===== config.mk =====
export PLATFORM = sky130hd
export DESIGN_NAME = oaht_ctrl
export DESIGN_NICKNAME = d
export VERILOG_FILES = /design/src/rtl/oaht_pkg.sv /design/src/rtl/oaht_ctrl.sv
export SDC_FILE = /design/constraint.sdc
export NUM_CORES = 1
export LEC_CHECK = 0
export BUFFER_PORTS_ARGS = -buffer_cell sky130_fd_sc_hd__buf_2
export CORE_AREA = 2 2 39 41
export DETAILED_ROUTE_END_ITERATION = 6
export DIE_AREA = 0 0 41 43
export SLEW_MARGIN = 40
export SYNTH_ARGS = -nofsm -noshare
export SYNTH_HDL_FRONTEND = slang
export SYNTH_SLANG_ARGS = --single-unit

===== constraint.sdc =====
create_clock -name clk -period 2.3 [get_ports clk]
set_input_delay 0.46 -clock clk [delete_from_list [all_inputs] [get_ports clk]]
set_output_delay 0.46 -clock clk [all_outputs]
set_load 0.02 [all_outputs]

===== src/rtl/oaht_pkg.sv =====
// oaht_pkg: shared types, opcodes, status codes and a hash helper for the open-addressing hash table.
// No dependencies.
`default_nettype none
package oaht_pkg;
  localparam logic [1:0] OP_LOOKUP = 2'd0;
  localparam logic [1:0] OP_SET    = 2'd1;
  localparam logic [1:0] OP_REMOVE = 2'd2;
  localparam logic [1:0] OP_NOP    = 2'd3;

  localparam logic [1:0] ST_OK       = 2'd0;
  localparam logic [1:0] ST_NOTFOUND = 2'd1;
  localparam logic [1:0] ST_FULL     = 2'd2;

  // controller -> datapath
  typedef struct packed {
    logic load;      // capture request, start probe at first slot
    logic rd;        // issue read of current slot
    logic advance;   // step probe hash to next slot
    logic wr_value;  // write value at current slot
    logic wr_insert; // write key, hash, value and set valid
    logic clr_valid; // clear valid at current slot
    logic cnt_inc;
    logic cnt_dec;
  } oaht_cmd_t;

  // datapath -> controller
  typedef struct packed {
    logic slot_empty;
    logic slot_match;
    logic last_probe;
    logic has_room;
    logic hash_zero;
    logic [1:0] op;
  } oaht_sts_t;

  function automatic logic [31:0] mangle(input logic [31:0] h);
    mangle = ((h >> 7) ^ (h << 9)) + h;
  endfunction
endpackage
`default_nettype wire


===== src/rtl/oaht_ctrl.sv =====
// oaht_ctrl: request sequencer for probe, update and result beat.
// Depends on oaht_pkg.
`default_nettype none
module oaht_ctrl (
  input  wire logic                clk,
  input  wire logic                rst_n,
  input  wire logic                in_valid,
  output logic                     in_ready,
  output logic                     out_valid,
  input  wire logic                out_ready,
  input  wire oaht_pkg::oaht_sts_t sts,
  output oaht_pkg::oaht_cmd_t      cmd,
  output logic                     res_load,
  output logic                     res_found,
  output logic                     res_take_value,
  output logic [1:0]               res_status
);
  import oaht_pkg::*;
  localparam logic [1:0] S_IDLE = 2'd0, S_READ = 2'd1, S_EVAL = 2'd2;
  logic [1:0] state_r, state_nxt;
  logic out_valid_r, out_valid_nxt;
  logic done;

  assign in_ready  = state_r == S_IDLE && !out_valid_r;
  assign out_valid = out_valid_r;

  always_comb begin
    cmd = '0;
    state_nxt = state_r;
    done = 1'b0;
    res_found = 1'b0;
    res_take_value = 1'b0;
    res_status = ST_NOTFOUND;
    unique case (state_r)
      S_IDLE: begin
        if (in_valid && in_ready) begin
          cmd.load = 1'b1;
          state_nxt = S_READ;
        end
      end
      S_READ: begin
        cmd.rd = 1'b1;
        state_nxt = S_EVAL;
      end
      S_EVAL: begin
        priority if (sts.op == OP_LOOKUP || sts.op == OP_REMOVE) begin
          if (sts.hash_zero || sts.slot_empty) begin
            done = 1'b1;
          end else if (sts.slot_match) begin
            done = 1'b1;
            res_found = 1'b1;
            res_status = ST_OK;
            if (sts.op == OP_LOOKUP) res_take_value = 1'b1;
            else begin
              cmd.clr_valid = 1'b1;
              cmd.cnt_dec = 1'b1;
            end
          end else if (sts.last_probe) begin
            done = 1'b1;
          end else cmd.advance = 1'b1;
        end else if (sts.op == OP_SET) begin
          if (sts.slot_match) begin
            done = 1'b1;
            res_found = 1'b1;
            res_status = ST_OK;
            cmd.wr_value = 1'b1;
          end else if (sts.slot_empty) begin
            done = 1'b1;
            if (sts.has_room) begin
              res_status = ST_OK;
              cmd.wr_insert = 1'b1;
              cmd.cnt_inc = 1'b1;
            end else res_status = ST_FULL;
          end else if (sts.last_probe) begin
            done = 1'b1;
            res_status = ST_FULL;
          end else cmd.advance = 1'b1;
        end else begin
          done = 1'b1;
        end
        state_nxt = done ? S_IDLE : S_READ;
      end
      default: state_nxt = S_IDLE;
    endcase
    out_valid_nxt = done ? 1'b1 : (out_valid_r && !out_ready);
  end
  assign res_load = done;

  always_ff @(posedge clk) begin
    if (!rst_n) begin
      state_r <= S_IDLE;
      out_valid_r <= 1'b0;
    end else begin
      state_r <= state_nxt;
      out_valid_r <= out_valid_nxt;
    end
  end

  a_one_cmd: assert property (@(posedge clk) disable iff (!rst_n)
    !(cmd.wr_insert && cmd.clr_valid)) else $error("insert and clear together");
  a_no_accept_busy: assert property (@(posedge clk) disable iff (!rst_n)
    (state_r != S_IDLE) |-> !in_ready) else $error("accept while busy");
  a_done_valid: assert property (@(posedge clk) disable iff (!rst_n)
    done |=> out_valid) else $error("result beat lost");
  a_read_eval: assert property (@(posedge clk) disable iff (!rst_n)
    (state_r == S_READ) |=> (state_r == S_EVAL)) else $error("read not evaluated");
endmodule
`default_nettype wire

==> results of run 1 <==
-- metrics by stage --
step	utilization, %	hold slack (ns)
6_report	32.0	0.488
5_1_grt	32.0	0.497
4_1_cts	32.0	0.482
3_5_place_dp	30.1	0.618
3_3_place_gp	30.1	0.598
2_1_floorplan	-	0.569
-- final cells by class --
class / count / area share [%]
Multi-Input combinational cell: 30 / 46.0
Timing Repair Buffer: 25 / 28.2
Sequential cell: 3 / 13.6
Clock buffer: 4 / 5.93
Tap cell: 16 / 4.52
Inverter: 2 / 1.69
-- synth_stat cells (all sizes together) (2+ instances only) --
master / count
nor2: 4
buf: 3
nand2: 4
dfxtp: 3
nand2b: 2
and2: 2
nor3: 3
mux2i: 2
inv: 2
o21ai: 2
nor4: 2
-- where the power goes --
group | leakage (nW) | internal, mW | switching (mW)
registers | 0.0246 | 0.0550 | 0.00332
logic | 0.194 | 0.0225 | 0.0286
clock network | 0.0150 | 0.0650 | 0.0278
-- cells by family (layout without fill, tap and decap cells) --
group | count (synthesis) | in the layout | share of synthesized area [%]
flip-flops | 3 | 3 | 20.4
AND/OR/NAND/NOR | 23 | 23 | 50.6
multiplexers | 2 | 2 | 6.81
buffers and inverters | 5 | 31 | 10.2
AO/OA/AOI/OAI | 5 | 5 | 11.9
-- critical path, delay by kind of cell --
kind / cells / cell delay (ns)
buffers and inverters: 2 / 0.35
AND/OR/NAND/NOR: 2 / 0.59
-- sequential cells by signal, indices dropped and copies added, names as in the netlist --
register   cells
state_r        2
out_valid      1
-- layer usage --
metal  part of all wire, %  up-vias  global-route usage, %
li1                      -      182                      -
met1                    41      152                   10.5
met2                    51       10                   15.9
met3                   8.2        0                   7.33
met4                     0        0                   8.00
met5                     0        -                      0
-- final timing paths --
path / from / to / slack (ns)
worst max-delay path: sts[1] / cmd[3] / 0.44
worst min-delay path: rst_n / state_r[0]$_SDFFE_PN0P_ / 0.49
worst max register to register: state_r[0]$_SDFFE_PN0P_ / out_valid$_SDFF_PN0_ / 1.32
worst min register to register: out_valid$_SDFF_PN0_ / state_r[0]$_SDFFE_PN0P_ / 0.61
==> out/metrics.csv, run 1 <==
stage,metric,value,unit
detailed_routing,Via Count,344,
timing,Setup-failing EPs final,0,
setup_path,crit start category,input pin,
timing,Worst Skew,0.00383,ns
setup_path,FF-to-FF path depth,2,
placement,Post-Place Setup Slack,0.421,ns
cts,"Reg clk slew, reported paths",0.03,ns
power,VDD IR max,0.000177,V
setup_path,crit-path cells,buf_2 > nand2b_1 > nor4_1 > buf_2,
detailed_routing,routed wire length,755,um
final_layout,"commonest non-fill, non-tap cell in the layout",buf_2,
die,Initial Utilization,21.2,%
final_layout,nets,76,
detailed_routing,Via density,4.30,
timing,RSZ-0062 raised after global routing,false,
setup_path,Crit Path Class,in -> out,
die,Chip Width,41,um
run_status,outcome,finished clean,
cts,Num CTS Buffers,3,
synthesis,Mapped Area,294,um^2
setup_path,WP data required,1.84,ns
synthesis,Main synth FF type,dfxtp_1,
die,Rows,14,
synthesis,ys async rst share,0,%
run,# Max-Cap Violations,0,
cts,hold_buf cts,0,
grt,largest net degree at the start of global routing,7,
detailed_routing,DR iter-0 viols,4,
synthesis,"top cells by area, synth","dfxtp_1, buf_4, mux2i_1",
power,Tot Pwr,0.202,mW
synthesis,Yosys warnings,0,
final_layout,area grow syn2layout,50.6,%
placement,GP Congestion,0.724,
synthesis,Yosys cell types,22,
setup_path,CP arrival,1.40,ns
cts,clk root buf,clkbuf_4,
synthesis,register area share after synthesis,20.4,%
setup_path,CP endpoint kind,primary output,
die,I/O pins,26,
cts,Post-CTS Setup Repair Bufs,0,
grt,grt ovf,0,
timing,TNS Setup,0,ns
timing,Final Hold Viols,0,
synthesis,Seq cells post-synth,3,
timing,final cycle utilization of the critical path,80.9,%
grt,initial antenna violation count,0,
synthesis,syn nets,49,
min_path,hold path depth,3,
detailed_routing,First-pass DRT Iterations,4,
setup_path,Worst path max stage delay,0.36,ns
synthesis,Syn Area/Cell,7.74,um^2
synthesis,Post-Synthesis Cells,38,
power,PD cells,457,nW/um^2
detailed_routing,DRT antenna net count,0,
die,core area,1380,um^2
cts,PostCTS Resize Cnt,0,
timing,minimum clock period,1.86,ns
final_layout,Fillers,155,
timing,Final Slew Violations,0,
die,Die ar.,1760,um^2
final_layout,fin area,443,um^2
placement,dpl cells,76,
cts,CTS tree,yes,
setup_path,"Max FO, Critical Path",6,
timing,Worst slew margin,79.1,%
cts,Sink Count,3,
synthesis,"EDFF count, synth",0,
timing,worst slew pin tran,0.310,ns
final_layout,post-route non-filler standard cell count,80,
grt,first-pass GRT wire length,1240,um
grt,Total GRT Usage,11.0,%
timing,Max Fclk,537,MHz
cts,"Clk Latency, worst-skew pair",0.23,ns
final_layout,"commonest non-fill, non-tap cells in the layout","buf_2, nand2_1, nor2_1, clkbuf_4, dfxtp_1",
placement,DP Area,417,um^2
detailed_routing,DR DRC count,0,
min_path,Worst Hold Class,in -> reg,
synthesis,Synth area leader,dfxtp_1,
final_layout,multi-input logic area,204,um^2
synthesis,Synth top area share,20.4,%
power,Pleak,0.234,nW
final_layout,ANT cells,0,
placement,port buffer count,25,
cts,CTS Buffer Depth,2,
final_layout,share of cells above drive strength 1,53.1,%
final_layout,register area,60.1,um^2
detailed_routing,routed length per instance,9.44,um
setup_path,most frequent CP cell,buf_2,
setup_path,"Slowest-stage cell, CP",nor4_1,
timing,Worst Slack Setup Final,0.439,ns
grt,vias in the first global route,332,
die,Die Y,43,um
cts,H-tree depth,1,
Note: power is estimated with default switching activity, not from simulation.
==> inputs of run 2 (changes only) <==
clock period = 1.8 ns   (was 2.3 ns; I/O delays follow)
==> out/metrics.csv, run 2 (synthesized netlist as in run 1, its figures left out) <==
stage,metric,value,unit,change
run_status,outcome,finished clean,,
power,part of the power in combinational logic,25.4,%,about the same
die,Chip Width,41,um,unchanged
timing,final cycle utilization of the critical path,92.4,%,
final_layout,"commonest non-fill, non-tap cell in the layout",buf_2,,
power,Tot Pwr,0.262,mW,+29%
timing,TNS Setup,0,ns,unchanged
cts,Num CTS Buffers,3,,unchanged
timing,worst hold margin,0.370,ns,-0.118 ns
detailed_routing,WL met3,76,um,+23%
power,Pleak,0.234,nW,about the same
timing,Worst Slack Setup Final,0.137,ns,-0.302 ns
die,Die ar.,1760,um^2,unchanged
cts,Post-CTS Setup Repair Bufs,0,,unchanged
detailed_routing,Via density,4.61,,+7.3%
timing,Final Slew Violations,0,,unchanged
timing,Final Hold Viols,0,,unchanged
final_layout,largest register by flop count,state_r,,
power,clock power share,46.1,%,+0.2 points
die,Initial Utilization,21.2,%,unchanged
die,Die Y,43,um,unchanged
timing,Worst Skew,0.00390,ns,+0.0000730 ns
power,PD cells,573,nW/um^2,+25%
power,Sw Share,30.1,%,+0.57 points
cts,CTS tree,yes,,
grt,Total GRT Usage,9.72,%,-1.3 points
grt,largest net degree at the start of global routing,7,,unchanged
setup_path,"Slowest-stage cell, CP",dfxtp_1,,
timing,minimum clock period,1.66,ns,
setup_path,Buf/Inv on CP,1,,-1
grt,initial antenna violation count,0,,unchanged
final_layout,nets,76,,unchanged
placement,port buffer count,25,,unchanged
cts,clk root buf,clkbuf_4,,
timing,Max Fclk,601,MHz,
cts,H-tree depth,1,,unchanged
detailed_routing,Highest Signal Layer,met4,,
grt,grt ovf,0,,unchanged
setup_path,"CP delay by family, top",simple AND/OR/NAND/NOR gates,,
detailed_routing,Via Count,369,,+7.3%
placement,dpl cells,76,,unchanged
power,Switch Pwr,0.0788,mW,+32%
cts,CTS Buffer Depth,2,,unchanged
power,Seq pwr share,28.5,%,-0.3 points
setup_path,CP arrival,1.30,ns,-0.10 ns
cts,Sink Count,3,,unchanged
setup_path,Worst path max stage delay,0.33,ns,-0.03 ns
setup_path,FF-to-FF path depth,2,,unchanged
detailed_routing,DR iter-0 viols,4,,unchanged
timing,Worst slew margin,82.7,%,+3.6 points
placement,GP Congestion,0.694,,-4.2%
setup_path,WP data required,1.44,ns,-0.40 ns
final_layout,max FFs per register,2,,unchanged
setup_path,RR Endpoint,out_valid$_SDFF_PN0_,,
die,Rows,14,,unchanged
detailed_routing,routed wire length,748,um,-0.93%
setup_path,Reg-to-Reg Start,state_r[0]$_SDFFE_PN0P_,,
detailed_routing,Post-Route M1 WL,272,um,-12%
final_layout,ANT cells,0,,unchanged
grt,first-pass GRT wire length,1080,um,-12%
final_layout,share of cells above drive strength 1,57.8,%,+4.7 points
detailed_routing,routed length per instance,9.35,um,-0.93%
setup_path,"Max FO, Critical Path",5,,-1
placement,HPWL after DPL,623,um,
run,# Max-Cap Violations,0,,unchanged
cts,"Reg clk slew, reported paths",0.04,ns,about the same
setup_path,crit-path cells,and2b_2 > nand2_1 > nor3_2 > buf_2,,
min_path,Worst Hold Class,in -> reg,,
detailed_routing,met2 wire len,374,um,-2.1%
setup_path,Setup crit start,state_r[0]$_SDFFE_PN0P_,,
timing,worst slew pin tran,0.259,ns,-0.0510 ns
placement,Post-Place Setup Slack,0.179,ns,-0.243 ns
setup_path,WP depth,4,,unchanged
final_layout,"commonest non-fill, non-tap cells in the layout","buf_2, nand2_1, nor2_1, clkbuf_4",,
power,internal power,0.183,mW,+28%
setup_path,CP endpoint kind,primary output,,
die,core area,1380,um^2,unchanged
timing,RSZ-0062 raised after global routing,false,,
die,I/O pins,26,,unchanged
detailed_routing,First-pass DRT Iterations,4,,unchanged
setup_path,crit start category,register,,
timing,Setup-failing EPs final,0,,unchanged
setup_path,r2r setup slk,0.80,ns,-0.52 ns
detailed_routing,DR DRC count,0,,unchanged
cts,"Clk Latency, worst-skew pair",0.24,ns,about the same
setup_path,Crit Path Class,reg -> out,,
grt,vias in the first global route,294,,-11%
final_layout,area grow syn2layout,55.3,%,
power,VDD IR max,0.000273,V,+54%
final_layout,post-route non-filler standard cell count,80,,unchanged
setup_path,Worst Setup EP,res_take_value,,
detailed_routing,DRT antenna net count,0,,unchanged
## run 2: cell count changes in the layout (fill, tap and decap cells not counted)
| cell | before | now |
|---|---|---|
| nor4_1 | 2 | 1 |
| dfxtp_1 | 3 | 2 |
| and2b_2 | 0 | 1 |
| buf_4 | 0 | 2 |
| buf_2 | 25 | 23 |
| and2b_1 | 1 | 0 |
| nor4_2 | 0 | 1 |
| dfxtp_2 | 0 | 1 |
## run 2: area by class of cell
| class | count | area (um^2) |
|---|---|---|
| sequential | 3 | 61.3 |
| tap | 16 | 20.0 |
| clock buffer | 4 | 26.3 |
| fill | 162 | 927 |
| multi-input combinational | 30 | 211 |
| inverter | 2 | 7.51 |
| timing repair buffer | 25 | 130 |
## run 2: worst min path at each step
stage	startpoint	endpoint	slack, ns	cells past startpoint
after global routing	rst_n	state_r[0]$_SDFFE_PN0P_	0.39	3
after global placement	out_valid$_SDFF_PN0_	state_r[0]$_SDFFE_PN0P_	0.60	3
final	rst_n	state_r[0]$_SDFFE_PN0P_	0.37	3
after CTS	rst_n	state_r[0]$_SDFFE_PN0P_	0.36	3
after detailed placement	rst_n	state_r[0]$_SDFFE_PN0P_	0.61	3
after floorplan	rst_n	state_r[0]$_SDFFE_PN0P_	0.47	2
## run 2: tightest hold or removal path, cell delays in order
cell	delay (ns)
buf_2	0.11
nand2_1	0.05
o21ai_0	0.05
## run 2: per-stage QoR
stage / util (%) / area, um^2
3_5_place_dp: 30.6 / 423
2_1_floorplan: - / 300
3_3_place_gp: 30.6 / 423
6_report: 33.0 / 457
5_1_grt: 33.0 / 457
4_1_cts: 32.5 / 449
## run 2: power groups by stage
stage,registers [mW],logic [mW],clock network (mW)
after global placement,0.0754,0.0663,0
after floorplan,0.0755,0.0405,0
after detailed placement,0.0754,0.0668,0
after global routing,0.0754,0.0723,0.128
after CTS,0.0744,0.0673,0.127
final,0.0746,0.0664,0.121
## run 2: timing repair
action	CTS	global route
resized for setup	0	4
hold buffers	0	0
setup endpoints to repair	0	3
## run 2: metal layers
metal | GRT usage, % | up-vias
li1 | - | 181
met1 | 10.2 | 164
met2 | 13.8 | 20
met3 | 1.57 | 4
met4 | 12.0 | 0
met5 | 0 | -
